[src/hdl/csvp_pkg.sv]
`timescale 1ns / 1ps
`default_nettype none

package csvp_pkg;

    // largest field the store holds unless the top level is given another depth
    localparam int FIELD_MAX_DEFAULT = 64;

    // characters with a meaning of their own
    localparam logic [7:0] CH_COMMA = 8'h2C;
    localparam logic [7:0] CH_QUOTE = 8'h22;

    // result user bits, from the lowest bit up
    localparam int USER_W = 3;

    // parser modes
    typedef enum logic [1:0] {
        MODE_NORMAL = 2'd0,
        MODE_QUOTED = 2'd1,
        MODE_QSEEN  = 2'd2
    } mode_t;

    // per-field control handed from the parser to the emitter
    typedef struct packed {
        logic empty;
        logic line_last;
        logic truncated;
    } emit_flags_t;

endpackage

`default_nettype wire

[src/hdl/csvp_ram.sv]
`timescale 1ns / 1ps
`default_nettype none

module csvp_ram #(
    parameter int WIDTH = 8,
    parameter int DEPTH = 64
) (
    input  wire logic                     aclk,
    input  wire logic                     wr_en,
    input  wire logic [$clog2(DEPTH)-1:0] wr_addr,
    input  wire logic [WIDTH-1:0]         wr_data,
    input  wire logic                     rd_en,
    input  wire logic [$clog2(DEPTH)-1:0] rd_addr,
    output logic      [WIDTH-1:0]         rd_data
);

    logic [WIDTH-1:0] mem [DEPTH];

    // one write port, one registered read port that holds its data while idle
    always_ff @(posedge aclk) begin
        if (wr_en) begin
            mem[wr_addr] <= wr_data;
        end
        if (rd_en) begin
            rd_data <= mem[rd_addr];
        end
    end

endmodule

`default_nettype wire

[src/hdl/csvp_front.sv]
`timescale 1ns / 1ps
`default_nettype none

module csvp_front
    import csvp_pkg::*;
#(
    parameter int FIELD_MAX = FIELD_MAX_DEFAULT,
    parameter int IDX_W     = $clog2(FIELD_MAX),
    parameter int LEN_W     = $clog2(FIELD_MAX + 1)
) (
    input  wire logic              aclk,
    input  wire logic              aresetn,
    // input transaction
    input  wire logic              accept,
    input  wire logic [7:0]        in_byte,
    input  wire logic              line_end,
    // field store write port
    output logic                   wr_en,
    output logic [IDX_W-1:0]       wr_addr,
    output logic [7:0]             wr_data,
    // field ready for emission
    output logic                   req_valid,
    output logic [IDX_W-1:0]       req_lo,
    output logic [LEN_W-1:0]       req_hi,
    output emit_flags_t            req_flags
);

    mode_t            mode_reg, mode_next;
    logic [LEN_W-1:0] len_reg, len_next;
    logic             ovf_reg, ovf_next;
    logic             any_ns_reg, any_ns_next;
    logic [IDX_W-1:0] first_idx_reg, first_idx_next;
    logic             first_q_reg, first_q_next;
    logic [IDX_W-1:0] last_idx_reg, last_idx_next;
    logic             last_q_reg, last_q_next;

    function automatic logic is_space(input logic [7:0] b);
        is_space = (b == 8'd32) || (b >= 8'd9 && b <= 8'd13);
    endfunction

    logic             normal_path;
    logic             do_push;
    logic             emit_comma;
    logic [LEN_W-1:0] lo_c;
    logic [LEN_W-1:0] hi_c;

    assign wr_addr = len_reg[IDX_W-1:0];
    assign wr_data = in_byte;

    // mode step, field store push, trim bounds kept as bytes arrive
    always_comb begin
        mode_next      = mode_reg;
        len_next       = len_reg;
        ovf_next       = ovf_reg;
        any_ns_next    = any_ns_reg;
        first_idx_next = first_idx_reg;
        first_q_next   = first_q_reg;
        last_idx_next  = last_idx_reg;
        last_q_next    = last_q_reg;
        normal_path    = 1'b0;
        do_push        = 1'b0;
        emit_comma     = 1'b0;
        wr_en          = 1'b0;
        req_valid      = 1'b0;
        lo_c           = '0;
        hi_c           = '0;
        req_flags      = '0;

        if (accept) begin
            case (mode_reg)
                MODE_QUOTED: begin
                    do_push = 1'b1;
                    if (in_byte == CH_QUOTE) begin
                        mode_next = MODE_QSEEN;
                    end
                end
                MODE_QSEEN: begin
                    // doubled quote keeps the one already stored
                    if (in_byte == CH_QUOTE) begin
                        mode_next = MODE_QUOTED;
                    end else begin
                        mode_next   = MODE_NORMAL;
                        normal_path = 1'b1;
                    end
                end
                default: begin
                    normal_path = 1'b1;
                end
            endcase

            if (normal_path) begin
                if (in_byte == CH_COMMA) begin
                    emit_comma = 1'b1;
                end else begin
                    do_push = 1'b1;
                    if (in_byte == CH_QUOTE) begin
                        mode_next = MODE_QUOTED;
                    end
                end
            end

            // store the byte or note the overflow
            if (do_push) begin
                if (len_reg < LEN_W'(FIELD_MAX)) begin
                    wr_en    = 1'b1;
                    len_next = len_reg + LEN_W'(1);
                    if (!is_space(in_byte)) begin
                        if (!any_ns_reg) begin
                            first_idx_next = len_reg[IDX_W-1:0];
                            first_q_next   = (in_byte == CH_QUOTE);
                        end
                        any_ns_next   = 1'b1;
                        last_idx_next = len_reg[IDX_W-1:0];
                        last_q_next   = (in_byte == CH_QUOTE);
                    end
                end else begin
                    ovf_next = 1'b1;
                end
            end

            // field bounds after trimming and quote stripping
            lo_c = LEN_W'(first_idx_next) + LEN_W'(first_q_next);
            hi_c = LEN_W'(last_idx_next) + LEN_W'(1);
            if (first_q_next && last_q_next && hi_c > lo_c) begin
                hi_c = hi_c - LEN_W'(1);
            end

            req_valid           = emit_comma || (line_end && len_next != '0);
            req_flags.empty     = !any_ns_next || (hi_c == lo_c);
            req_flags.line_last = line_end;
            req_flags.truncated = ovf_next;

            // a finished field or line starts over
            if (req_valid || line_end) begin
                len_next    = '0;
                ovf_next    = 1'b0;
                any_ns_next = 1'b0;
            end
            if (line_end) begin
                mode_next = MODE_NORMAL;
            end
        end
    end

    assign req_lo = lo_c[IDX_W-1:0];
    assign req_hi = hi_c;

    // control state
    always_ff @(posedge aclk) begin
        if (!aresetn) begin
            mode_reg   <= MODE_NORMAL;
            len_reg    <= '0;
            ovf_reg    <= 1'b0;
            any_ns_reg <= 1'b0;
        end else begin
            mode_reg   <= mode_next;
            len_reg    <= len_next;
            ovf_reg    <= ovf_next;
            any_ns_reg <= any_ns_next;
        end
    end

    // trim bound payload, qualified by any_ns_reg
    always_ff @(posedge aclk) begin
        first_idx_reg <= first_idx_next;
        first_q_reg   <= first_q_next;
        last_idx_reg  <= last_idx_next;
        last_q_reg    <= last_q_next;
    end

endmodule

`default_nettype wire

[src/hdl/csvp_emit.sv]
`timescale 1ns / 1ps
`default_nettype none

module csvp_emit
    import csvp_pkg::*;
#(
    parameter int FIELD_MAX = FIELD_MAX_DEFAULT,
    parameter int IDX_W     = $clog2(FIELD_MAX),
    parameter int LEN_W     = $clog2(FIELD_MAX + 1)
) (
    input  wire logic              aclk,
    input  wire logic              aresetn,
    // field request from the parser
    input  wire logic              req_valid,
    input  wire logic [IDX_W-1:0]  req_lo,
    input  wire logic [LEN_W-1:0]  req_hi,
    input  wire emit_flags_t       req_flags,
    output logic                   busy,
    // field store read port
    output logic                   rd_en,
    output logic [IDX_W-1:0]       rd_addr,
    input  wire logic [7:0]        rd_data,
    // result channel
    output logic                   m_tvalid,
    input  wire logic              m_tready,
    output logic [7:0]             m_tdata,   // out_byte
    output logic                   m_tlast,   // field_last
    output logic [USER_W-1:0]      m_tuser    // byte_valid, line_last, truncated
);

    logic             busy_reg;
    logic [IDX_W-1:0] addr_reg;
    logic [LEN_W-1:0] hi_reg;
    emit_flags_t      flags_reg;

    // read data stage, the ram output register holds the byte
    logic             q_valid_reg;
    logic             q_zero_reg;
    logic             q_flast_reg;
    logic             q_llast_reg;
    logic             q_trunc_reg;

    // output register
    logic             m_valid_reg;
    logic [7:0]       m_byte_reg;
    logic             m_bvalid_reg;
    logic             m_flast_reg;
    logic             m_llast_reg;
    logic             m_trunc_reg;

    logic             out_load;
    logic             issue;
    logic             issue_last;

    assign out_load   = q_valid_reg && (!m_valid_reg || m_tready);
    assign issue      = busy_reg && (!q_valid_reg || out_load);
    assign issue_last = flags_reg.empty || (LEN_W'(addr_reg) + LEN_W'(1) == hi_reg);

    assign busy    = busy_reg;
    assign rd_en   = issue && !flags_reg.empty;
    assign rd_addr = addr_reg;

    // read sequencer and stage valid bits
    always_ff @(posedge aclk) begin
        if (!aresetn) begin
            busy_reg    <= 1'b0;
            q_valid_reg <= 1'b0;
            m_valid_reg <= 1'b0;
        end else begin
            if (req_valid) begin
                busy_reg <= 1'b1;
            end else if (issue && issue_last) begin
                busy_reg <= 1'b0;
            end

            if (issue) begin
                q_valid_reg <= 1'b1;
            end else if (out_load) begin
                q_valid_reg <= 1'b0;
            end

            if (out_load) begin
                m_valid_reg <= 1'b1;
            end else if (m_tready) begin
                m_valid_reg <= 1'b0;
            end
        end
    end

    // field bounds, per-byte tags and result payload
    always_ff @(posedge aclk) begin
        if (req_valid) begin
            addr_reg  <= req_lo;
            hi_reg    <= req_hi;
            flags_reg <= req_flags;
        end else if (issue) begin
            addr_reg <= addr_reg + IDX_W'(1);
        end

        if (issue) begin
            q_zero_reg  <= flags_reg.empty;
            q_flast_reg <= issue_last;
            q_llast_reg <= flags_reg.line_last;
            q_trunc_reg <= flags_reg.truncated;
        end

        if (out_load) begin
            m_byte_reg   <= q_zero_reg ? 8'd0 : rd_data;
            m_bvalid_reg <= !q_zero_reg;
            m_flast_reg  <= q_flast_reg;
            m_llast_reg  <= q_llast_reg;
            m_trunc_reg  <= q_trunc_reg;
        end
    end

    assign m_tvalid = m_valid_reg;
    assign m_tdata  = m_byte_reg;
    assign m_tlast  = m_flast_reg;
    assign m_tuser  = {m_trunc_reg, m_llast_reg, m_bvalid_reg};

endmodule

`default_nettype wire

[src/hdl/csv_line_field_parser_top.sv]
// CSV line field parser
//
// Slave channel s_*: one byte of a CSV line per transaction, s_tlast on the
// line's last byte. Master channel m_*: the cleaned fields, one byte per
// transaction, m_tlast on the last byte of a field, m_tuser carrying
// byte_valid (low for the single transaction of an empty field), line_last
// and truncated.
// Field bytes are written to a single-port-write field store as they arrive,
// one byte per cycle while s_tready is high. A comma, or the end of a line
// with bytes stored, hands the field to the emitter, which reads the store
// one byte per cycle unless m_tready stalls it; trim and quote bounds are
// tracked while writing, so no scan is needed. m_tvalid for the first
// result byte of a field rises once its request has passed the emitter's
// busy flag, the store read register and the output register; s_tready is
// low while the emitter is reading out a field. A stalled m_tready holds the
// output register and the store read, so reading pauses and no byte is lost.
// Reset (aresetn low, synchronous) empties the field, returns to normal mode
// and drops any results not yet taken; the store itself is not cleared.
`timescale 1ns / 1ps
`default_nettype none

module csv_line_field_parser_top
    import csvp_pkg::*;
#(
    parameter int FIELD_MAX = FIELD_MAX_DEFAULT
) (
    input  wire logic              aclk,
    input  wire logic              aresetn,
    // input bytes
    input  wire logic              s_tvalid,
    output logic                   s_tready,
    input  wire logic [7:0]        s_tdata,   // in_byte
    input  wire logic              s_tlast,   // line_end
    // result bytes
    output logic                   m_tvalid,
    input  wire logic              m_tready,
    output logic [7:0]             m_tdata,   // out_byte
    output logic                   m_tlast,   // field_last
    output logic [USER_W-1:0]      m_tuser    // byte_valid, line_last, truncated
);

    localparam int IDX_W = $clog2(FIELD_MAX);
    localparam int LEN_W = $clog2(FIELD_MAX + 1);

    logic             accept;
    logic             busy;
    logic             wr_en;
    logic [IDX_W-1:0] wr_addr;
    logic [7:0]       wr_data;
    logic             rd_en;
    logic [IDX_W-1:0] rd_addr;
    logic [7:0]       rd_data;
    logic             req_valid;
    logic [IDX_W-1:0] req_lo;
    logic [LEN_W-1:0] req_hi;
    emit_flags_t      req_flags;

    // input is held off while a field is read out
    assign s_tready = !busy;
    assign accept   = s_tvalid && s_tready;

    csvp_front #(
        .FIELD_MAX (FIELD_MAX),
        .IDX_W     (IDX_W),
        .LEN_W     (LEN_W)
    ) u_front (
        .aclk      (aclk),
        .aresetn   (aresetn),
        .accept    (accept),
        .in_byte   (s_tdata),
        .line_end  (s_tlast),
        .wr_en     (wr_en),
        .wr_addr   (wr_addr),
        .wr_data   (wr_data),
        .req_valid (req_valid),
        .req_lo    (req_lo),
        .req_hi    (req_hi),
        .req_flags (req_flags)
    );

    // field store
    csvp_ram #(
        .WIDTH (8),
        .DEPTH (FIELD_MAX)
    ) u_store (
        .aclk    (aclk),
        .wr_en   (wr_en),
        .wr_addr (wr_addr),
        .wr_data (wr_data),
        .rd_en   (rd_en),
        .rd_addr (rd_addr),
        .rd_data (rd_data)
    );

    csvp_emit #(
        .FIELD_MAX (FIELD_MAX),
        .IDX_W     (IDX_W),
        .LEN_W     (LEN_W)
    ) u_emit (
        .aclk      (aclk),
        .aresetn   (aresetn),
        .req_valid (req_valid),
        .req_lo    (req_lo),
        .req_hi    (req_hi),
        .req_flags (req_flags),
        .busy      (busy),
        .rd_en     (rd_en),
        .rd_addr   (rd_addr),
        .rd_data   (rd_data),
        .m_tvalid  (m_tvalid),
        .m_tready  (m_tready),
        .m_tdata   (m_tdata),
        .m_tlast   (m_tlast),
        .m_tuser   (m_tuser)
    );

endmodule

`default_nettype wire

[config.mk]
export PLATFORM = sky130hd
export DESIGN_NAME = csv_line_field_parser_top
export DESIGN_NICKNAME = d
export VERILOG_FILES = /design/src/hdl/csvp_pkg.sv /design/src/hdl/csvp_ram.sv /design/src/hdl/csvp_front.sv /design/src/hdl/csvp_emit.sv /design/src/hdl/csv_line_field_parser_top.sv
export SDC_FILE = /design/constraint.sdc
export NUM_CORES = 1
export LEC_CHECK = 0
export BUFFER_PORTS_ARGS = -buffer_cell sky130_fd_sc_hd__buf_2
export CAP_MARGIN = 0
export CORE_UTILIZATION = 60
export DETAILED_ROUTE_END_ITERATION = 8
export PLACE_DENSITY = 0.78
export SLEW_MARGIN = 10
export SYNTH_ARGS = -nofsm -noshare
export SYNTH_HDL_FRONTEND = slang
export SYNTH_SLANG_ARGS = --single-unit
[constraint.sdc]
create_clock -name aclk -period 6.2 [get_ports aclk]
set_input_delay 0.93 -clock aclk [delete_from_list [all_inputs] [get_ports aclk]]
set_output_delay 0.93 -clock aclk [all_outputs]
set_load 0.005 [all_outputs]
==> flow_summary.ini, run 1 <==
[logic_synthesis]
syn-cell-area_um2 = 24000
synthArstFlopShare_pct = 0
synth_edf_count = 566
synth-seq-cells = 580
ys.warnings.count = 0
ys_types = 59
synth_cells = 1446
synth_top_area_share_pct = 70.82
yosys-top-cells-area = edfxtp_1, mux4_2, mux2i_1, mux2_2, a21oi_1
synth_fp_nets = 1472
synth_ff_type = edfxtp_1
synth_seq_area_share_pct = 71.99
synth_largest_area_cell = edfxtp_1
syn_area_per_cell_um2 = 16.60

[cts]
clockBufferDepth = 3
cts.clk_slew.worst_paths_ps = 60
cts_tree = built
cts_setup_buffers = 0
htree_levels = 2
cts.hold.buffers_added = 0
clk_latency_ps = 620
cts_sinks = 580
root_buffer = clkbuf_16
cts_made_buffers = 56
post_cts_resized = 0

[final_layout]
final_core_util_pct = 68.24
fin_nets = 1508
layout-drive-gt1-share_pct = 17.75
n_antenna_cell = 0
largest_reg_flops = 512
fillers = 2409
top_register = u_store.mem
areaGrowthSynthToFinish_pct = 10.91

[worst_hold_path]
min_path_type = flop to flop

[power_and_ir_drop]
p_leak_nw = 8.731
vdd_drop_max_v = 0.0002768
p_per_area_nw_per_um2 = 325.0

[critical_path]
start_kind = input pin
timing.critical_path.arrival_ps = 5890
cp_num_buf_inv = 1
cp_slowest_cell = or4b_1
cp_top_family = simple AND/OR/NAND/NOR gates
crit_chain = buf_2 > nand2b_1 > a2111o_1 > nand4_1 > nor2_1 > mux2_2 > ha_1 > ha_1 > nor2b_1 > o211ai_1 > and2_1 > ha_1 > o21a_1 > o21a_1 > o21a_1 > o32ai_1 > a311oi_4 > and2_1 > o221ai_1 > or4b_1 > o31ai_2
end_kind = flop
cp_max_fo = 15
critPathMaxStageDelay_ps = 560
worstPathRequired_ps = 6630
crit_type = input pin to flop

[sta]
finClkSkew_ps = 24.36
fin_tns_setup_ps = 0
rsz0062_at_grt = no
hold_viol_final = 0
relSlewSlack_pct = 31.48
report.final.slew_viol_count = 0
tightest_slew_ps = 1028
setup_viol = 0
fin_crit_ps = 5459
fmax_mhz = 183.2
fin_crit_sh_pct = 88.05

[global_route]
grt_pass1_wl_um = 82700
antenna_found_initial = 0
grt_overflow = 0
grt_usage_pct = 27.33
grt_max_degree = 91
first_global_vias = 13560

[drt]
dr.pass1.iters = 6
drt_iter0_markers = 1289
wl_um = 54100
avgRoutedWirePerCell_um = 26.45
final_antenna_net_count = 0
via_per_inst = 6.485
drc = 0
via_count = 13260

[placement]
hpwlAfterDp_um = 32880
place.gp.congestion = 0.8631
port_buffers = 26

[floorplan]
die_area_um2 = 40800
io_pins = 27
die_h_um = 202.0
rows = 72
initial_core_util_pct = 61.52
core_um2 = 39010
die_w_um = 202.0

[run]
maxCapViolCount = 0

[run_status]
outcome = complete, no violations
-- report_power, final --
| group | internal [W] | leakage [nW] | switching [W] |
|---|---|---|---|
| clock | 0.00205 | 0.917 | 0.00144 |
| combinational | 0.000293 | 2.58 | 0.000486 |
| sequential | 0.00434 | 5.24 | 0.0000352 |
-- area by class of cell --
type                            count  area, µm²  share of cell area (%)
Timing Repair Buffer               59      402.9                   1.514
Tap cell                          518      648.1                   2.435
Sequential cell                   580      17280                   64.91
Inverter                           17      63.81                  0.2397
Clock buffer                       63       1449                   5.444
Multi-Input combinational cell    768       6337                   23.81
Clock inverter                     40      439.2                   1.650
-- worst register-to-register path, delay by kind of cell, from the launching register on --
kind | cells | cell delay (ps)
flip-flops | 1 | 350
multiplexers | 1 | 410
buffers and inverters | 1 | 60
AND/OR/NAND/NOR | 7 | 1880
AO/OA/AOI/OAI | 9 | 1540
adder cells (fa/ha/maj) | 4 | 1030
-- Yosys cell counts (all sizes together) (2+ instances only) --
cell type and count:
a2111oi 3, a211o 2, a21oi 85, a22oi 2, a311oi 3, and2 6, and3 3, and4 2
buf 22, clkbuf 59, dfxtp 14, edfxtp 566, ha 13, inv 17, mux2 42, mux2i 110
mux4 72, nand2 80, nand2b 3, nand3 19, nand3b 5, nand4 6, nor2 107, nor2b 15
nor3 9, o211ai 3, o21a 5, o21ai 45, o221ai 33, o22ai 34, o31ai 3, or2 4
or3 4, or3b 3, or4b 2, xnor2 21, xor2 14
-- routing by layer --
| metal | GRT usage [%] | vias to the layer above | wire, µm |
|---|---|---|---|
| met4 | 10.96 | 0 | 2096 |
| li1 | - | 5778 | - |
| met3 | 5.095 | 114 | 4390 |
| met2 | 45.23 | 642 | 26970 |
| met1 | 36.08 | 6727 | 20640 |
| met5 | 0 | - | 0 |
-- stage by stage --
stage / setup slack (ps) / power (W) / hold WS [ps] / area [µm²] / instances
final: 741.0 / 0.008652 / 420.2 / 26620 / 2045
after global routing: 419.4 / 0.008875 / 426.8 / 26620 / 2045
after CTS: 809.0 / 0.008668 / 424.3 / 26610 / 2045
after detailed placement: 235.6 / 0.005222 / 409.9 / 24730 / 1942
after global placement: 319.6 / 0.005204 / 402.8 / 24730 / 1942
after floorplan: 513.2 / 0.004937 / 400.3 / 24000 / 1446
-- layout by cell type, fill, tap and decap left out, types with 9 or more instances in the layout --
master | synthesis | final
buf_2 | 2 | 26
nor2b_1 | 15 | 14
dfxtp_1 | 14 | 14
clkinv_1 | 0 | 12
mux4_2 | 72 | 72
ha_1 | 13 | 13
edfxtp_1 | 566 | 566
xor2_1 | 14 | 14
mux2_2 | 41 | 41
bufinv_16 | 0 | 9
nand2_1 | 80 | 80
buf_4 | 3 | 31
a21oi_1 | 85 | 85
nor3_1 | 9 | 9
inv_1 | 17 | 17
mux2i_1 | 109 | 109
nor2_1 | 107 | 107
xnor2_1 | 21 | 21
o221ai_1 | 33 | 33
o21ai_0 | 44 | 44
nand3_1 | 19 | 19
clkinv_2 | 0 | 10
o22ai_1 | 34 | 34
clkbuf_16 | 0 | 57
-- path summary, 6_finish.rpt --
path                                                       start                                 to  slack, ps  cells past startpoint
worst min register to register      u_emit.q_flast_reg$_DFFE_PP_           u_emit.m_tlast$_DFFE_PP_        420                      0
worst min-delay path                u_emit.q_flast_reg$_DFFE_PP_           u_emit.m_tlast$_DFFE_PP_        420                      0
worst max register to register  u_front.mode_reg[0]$_SDFFE_PN0P_  u_emit.flags_reg[2]$_SDFFCE_PN0P_        800                     22
worst max-delay path                                  s_tdata[0]  u_emit.flags_reg[2]$_SDFFCE_PN0P_        740                     21
-- kinds of logic (layout without fill, tap and decap cells) --
| kind of cell | Yosys count | count (layout) | synth area share (%) |
|---|---|---|---|
| buffers and inverters | 98 | 179 | 1.621 |
| XOR/XNOR | 36 | 36 | 1.376 |
| adder cells (fa/ha/maj) | 13 | 13 | 0.6778 |
| multiplexers | 224 | 224 | 13.37 |
| AO/OA/AOI/OAI | 223 | 223 | 5.782 |
| AND/OR/NAND/NOR | 272 | 272 | 5.183 |
| flip-flops | 580 | 580 | 71.99 |
(Power assumes the default switching activity.)
==> run 2: changes to the inputs <==
CORE_MARGIN = 2   (was default)
==> run 2 against run 1 <==
  * Clock skew is 4.7 ps lower
  * Clock power is 15% lower
  * Die area grew 2.0%
  * Maximum frequency down 4.0%
  * Design area is 1.2% lower
  * Largest cell class unchanged
  * Largest power group unchanged
  * Highest routed layer unchanged
==> flow_summary.ini, run 2 (same netlist as run 1, synthesis figures left out) <==
[drt]
via_count = 13040
avgRoutedWirePerCell_um = 25.55
drc = 0
dr.pass1.iters = 6
drt_iter0_markers = 1301
final_antenna_net_count = 0
via_per_inst = 6.382
wl_um = 52200

[global_route]
grt_pass1_wl_um = 79560
first_global_vias = 12950
antenna_found_initial = 0
grt_max_degree = 85
grt_overflow = 0
grt_usage_pct = 25.84

[sta]
fmax_mhz = 175.9
rsz0062_at_grt = no
hold_viol_final = 0
fin_crit_ps = 5684
worst_slack_ps = 515.7
relSlewSlack_pct = 33.23
finClkSkew_ps = 19.68
report.final.slew_viol_count = 0
setup_viol = 0
fin_crit_sh_pct = 91.68
tightest_slew_ps = 976.3
fin_tns_setup_ps = 0

[cts]
post_cts_resized = 0
htree_levels = 2
cts.clk_slew.worst_paths_ps = 70
clk_latency_ps = 610
clockBufferDepth = 3
cts_tree = built
root_buffer = clkbuf_16
cts_sinks = 580
cts_setup_buffers = 0
cts_made_buffers = 53
cts.hold.buffers_added = 0

[final_layout]
layoutNonFillerInstCount = 2043
final_area_um2 = 26290
fin_nets = 1506
layout_common_cells = edfxtp_1, mux2i_1, nor2_1, a21oi_1, nand2_1
fillers = 2604
layout-drive-gt1-share_pct = 16.53
areaGrowthSynthToFinish_pct = 9.541
n_antenna_cell = 0
top_register = u_store.mem
largest_reg_flops = 512
final_common_cell = edfxtp_1

[worst_hold_path]
min_path_type = flop to flop
whs_path_depth = 0

[critical_path]
crit_type = flop to flop
end_kind = flop
worstPathRequired_ps = 6630
cp_slowest_cell = nor2_1
cpMostUsedCell = ha_1
timing.critical_path.arrival_ps = 6110
r2r_setup_slack_ps = 520
crit_chain = inv_1 > ha_1 > nand4bb_1 > a2111o_1 > nand4_1 > nor2_1 > mux2_2 > ha_1 > ha_1 > nor2b_1 > o211ai_1 > and2_1 > ha_1 > o21a_1 > o21a_1 > o21a_1 > o32ai_1 > a311oi_4 > nand2_1 > mux2i_1 > or4b_1 > o31ai_2
cp_max_fo = 10
critPathMaxStageDelay_ps = 670
start_kind = flop
r2r_cells = 22

[power_and_ir_drop]
vdd_drop_max_v = 0.0001867
seqPwrFrac_pct = 53.9
p_sw_share_pct = 22.98
combPwrFrac_pct = 9.4
p_per_area_nw_per_um2 = 308.4
power_w = 0.008107
power_frac_clock_pct = 36.6
p_leak_nw = 8.573
internal_power_w = 0.006244
p_switching_w = 0.001863

[placement]
place_area_um2 = 24740
place_ws_ps = 54.61
dp_cells = 1950
hpwlAfterDp_um = 32990
place.gp.congestion = 0.8681
port_buffers = 26

[floorplan]
rows = 73
die_w_um = 204.0
core_um2 = 39640
die_h_um = 204.0
io_pins = 27
die_area_um2 = 41610
initial_core_util_pct = 60.54

[run_status]
outcome = complete, no violations

[run]
maxCapViolCount = 0
run 2: final timing paths:
| check | startpoint | end |
|---|---|---|
| hold / removal | u_emit.q_trunc_reg$_DFFE_PP_ | u_emit.m_trunc_reg$_DFFE_PP_ |
| hold reg to reg | u_emit.q_trunc_reg$_DFFE_PP_ | u_emit.m_trunc_reg$_DFFE_PP_ |
| setup reg to reg | u_front.mode_reg[0]$_SDFFE_PN0P_ | u_emit.flags_reg[2]$_SDFFCE_PN0P_ |
| setup / recovery | u_front.mode_reg[0]$_SDFFE_PN0P_ | u_emit.flags_reg[2]$_SDFFCE_PN0P_ |
run 2: through the flow:
step / utilization (%) / hold slack [ps]
6_report: 66.32 / 420.8
5_1_grt: 66.32 / 427.2
4_1_cts: 66.32 / 420.1
3_5_place_dp: 62.42 / 405.4
3_3_place_gp: 62.42 / 404.4
2_1_floorplan: - / 400.3
run 2: layout make-up:
type	instances	area, µm²	share of cell area [%]
Clock buffer	68	1425	5.421
Clock inverter	25	120.1	0.4569
Inverter	17	63.81	0.2427
Multi-Input combinational cell	768	6335	24.10
Sequential cell	580	17280	65.72
Tap cell	525	656.9	2.499
Timing Repair Buffer	60	410.4	1.561
run 2: per-layer routing:
metal	routed length [µm]	vias up	GRT usage (%)	part of all wire, %
li1	-	5776	-	-
met1	21050	6506	35.69	40
met2	25120	636	41.47	48
met3	4091	120	4.432	7.8
met4	1942	0	10.61	3.7
met5	0	-	0	0
run 2: worst max-delay path, delay by kind of cell, from the launching register on:
| kind | cells | cell delay (ps) |
|---|---|---|
| AO/OA/AOI/OAI | 8 | 1460 |
| multiplexers | 2 | 620 |
| flip-flops | 1 | 360 |
| AND/OR/NAND/NOR | 7 | 2000 |
| adder cells (fa/ha/maj) | 4 | 1010 |
| buffers and inverters | 1 | 60 |
run 2: power by group through the flow:
| stage | Sequential (W) | Combinational [W] | Clock (W) |
|---|---|---|---|
| 4_1_cts | 0.00437 | 0.000762 | 0.00301 |
| 3_5_place_dp | 0.00446 | 0.000759 | 0 |
| 2_1_floorplan | 0.00443 | 0.000504 | 0 |
| 5_1_grt | 0.00437 | 0.000816 | 0.00314 |
| 6_report | 0.00437 | 0.000766 | 0.00297 |
| 3_3_place_gp | 0.00445 | 0.000744 | 0 |
==> run 3: changes to the inputs <==
REMOVE_ABC_BUFFERS = 1   (was default)
==> run 3 against run 2 <==
  * Combinational power grew 0.8%
  * Cell count grew 0.20%
  * Power grew 1.3%
  * Die area unchanged
  * Wire length grew 4.3%
  * Sequential share of layout area is 0.10 points lower
  * Sequential power is essentially flat
  * Hold slack got worse by 6.1 ps
  * Non-clock buffer count is 5 lower
  * Critical path type unchanged
  * Highest routed layer is now met5
==> flow_summary.ini, run 3 (same netlist as run 1, synthesis figures left out) <==
[run_status]
outcome = complete, no violations

[critical_path]
worstPathRequired_ps = 6640
critPathMaxStageDelay_ps = 630
cpMostUsedCell = ha_1
start_kind = flop
timing.critical_path.arrival_ps = 5990
crit_type = flop to flop
crit_chain = inv_1 > ha_1 > nand4bb_1 > a2111o_1 > nand4_1 > nor2_1 > mux2_2 > ha_1 > ha_1 > nor2b_1 > o211ai_1 > and2_1 > ha_1 > o21a_1 > o21a_1 > o21a_1 > o32ai_1 > a311oi_4 > and2_1 > o221ai_1 > or4b_1 > o31ai_2
cp_max_fo = 10
cp_slowest_cell = nor2_1
end_kind = flop

[placement]
place_ws_ps = 153.2
port_buffers = 26
dp_cells = 1945
place.gp.congestion = 0.8498
hpwlAfterDp_um = 32970
place_area_um2 = 24700

[drt]
via_per_inst = 6.488
avgRoutedWirePerCell_um = 26.60
final_antenna_net_count = 0
drt_iter0_markers = 1513
drc = 0
dr.pass1.iters = 6
via_count = 13280
wl_um = 54450

[final_layout]
areaGrowthSynthToFinish_pct = 9.708
top_register = u_store.mem
final_area_um2 = 26330
layoutNonFillerInstCount = 2047
fin_nets = 1503
layout_common_cells = edfxtp_1, mux2i_1, nor2_1, a21oi_1, nand2_1
layout-drive-gt1-share_pct = 16.57
final_common_cell = edfxtp_1
largest_reg_flops = 512

[sta]
fin_tns_setup_ps = 0
setup_viol = 0
relSlewSlack_pct = 29.53
finClkSkew_ps = 26.24
tightest_slew_ps = 1053
rsz0062_at_grt = no
fin_crit_ps = 5545
worst_slack_ps = 654.9
fin_crit_sh_pct = 89.44
fmax_mhz = 180.3
hold_viol_final = 0
report.final.slew_viol_count = 0

[power_and_ir_drop]
power_w = 0.008212
p_sw_share_pct = 23.17
p_leak_nw = 8.587
p_per_area_nw_per_um2 = 311.9
p_switching_w = 0.001903
power_frac_clock_pct = 37.4
seqPwrFrac_pct = 53.2
internal_power_w = 0.006309
vdd_drop_max_v = 0.0001744
combPwrFrac_pct = 9.4

[cts]
cts_tree = built
root_buffer = clkbuf_16
cts_sinks = 580
cts.clk_slew.worst_paths_ps = 70
cts_made_buffers = 55
cts.hold.buffers_added = 0
htree_levels = 2
cts_setup_buffers = 0
clockBufferDepth = 3
post_cts_resized = 0
clk_latency_ps = 610

[worst_hold_path]
min_path_type = flop to flop

[global_route]
grt_usage_pct = 26.93
grt_max_degree = 110
first_global_vias = 13300
grt_pass1_wl_um = 81790
antenna_found_initial = 4
grt_overflow = 0

[floorplan]
core_um2 = 39640
initial_core_util_pct = 60.54
die_w_um = 204.0
rows = 73
die_h_um = 204.0
io_pins = 27
die_area_um2 = 41610

[run]
maxCapViolCount = 0
## run 3: changes by cell type in the layout (fill, tap and decap cells not counted)
cell	before	now
buf_4	32	27
clkinv_2	6	11
clkbuf_1	13	17
inv_6	3	0
clkbuf_16	55	57
clkinv_1	15	13
clkinvlp_4	1	2
diode_2	0	1
inv_8	0	1
## run 3: worst paths after layout
kind / end / slack (ps) / depth (start not counted) / start
hold reg to reg: u_emit.m_llast_reg$_DFFE_PP_ / 410 / 0 / u_emit.q_llast_reg$_DFFE_PP_
setup reg to reg: u_emit.flags_reg[2]$_SDFFCE_PN0P_ / 650 / 22 / u_front.mode_reg[0]$_SDFFE_PN0P_
hold / removal: u_emit.m_llast_reg$_DFFE_PP_ / 410 / 0 / u_emit.q_llast_reg$_DFFE_PP_
setup / recovery: u_emit.flags_reg[2]$_SDFFCE_PN0P_ / 650 / 22 / u_front.mode_reg[0]$_SDFFE_PN0P_
## run 3: layer usage
metal / GRT usage (%) / vias to the layer above / wire, µm
met1: 36.75 / 6720 / 20870
li1: - / 5781 / -
met2: 43.43 / 650 / 26660
met5: 0 / - / 27
met4: 9.912 / 4 / 1961
met3: 5.692 / 125 / 4936
## run 3: through the flow
| stage | hold WS, ps | utilization [%] |
|---|---|---|
| floorplan | 400.3 | - |
| global placement | 409.9 | 62.32 |
| global route | 426.7 | 66.41 |
| detailed placement | 404.5 | 62.32 |
| finish | 414.7 | 66.42 |
| CTS | 415.8 | 66.41 |
## run 3: area by class of cell
type	count	area, µm²
clock buffers	74	1490
fillers	2653	13310
clock inverters	27	130.1
well taps	525	656.9
diodes	1	2.502
flip-flops and latches	580	17280
repair buffers	55	372.9
multi-input cells	768	6335
inverters	17	63.81
## run 3: critical path: cells and delay by family (launching register included)
kind	cells	cell delay [ps]
flops	1	350
buf+inv	1	60
fa+ha+maj	4	1020
compound gates	9	1530
mux	1	420
simple gates	7	2020
## run 3: power by group through the flow
stage	logic [W]	clock network [W]	registers [W]
after floorplan	0.000479	0	0.00451
after global placement	0.000754	0	0.00445
after detailed placement	0.000768	0	0.00445
after CTS	0.000771	0.00311	0.00437
after global routing	0.000827	0.00325	0.00437
final	0.000772	0.00307	0.00437
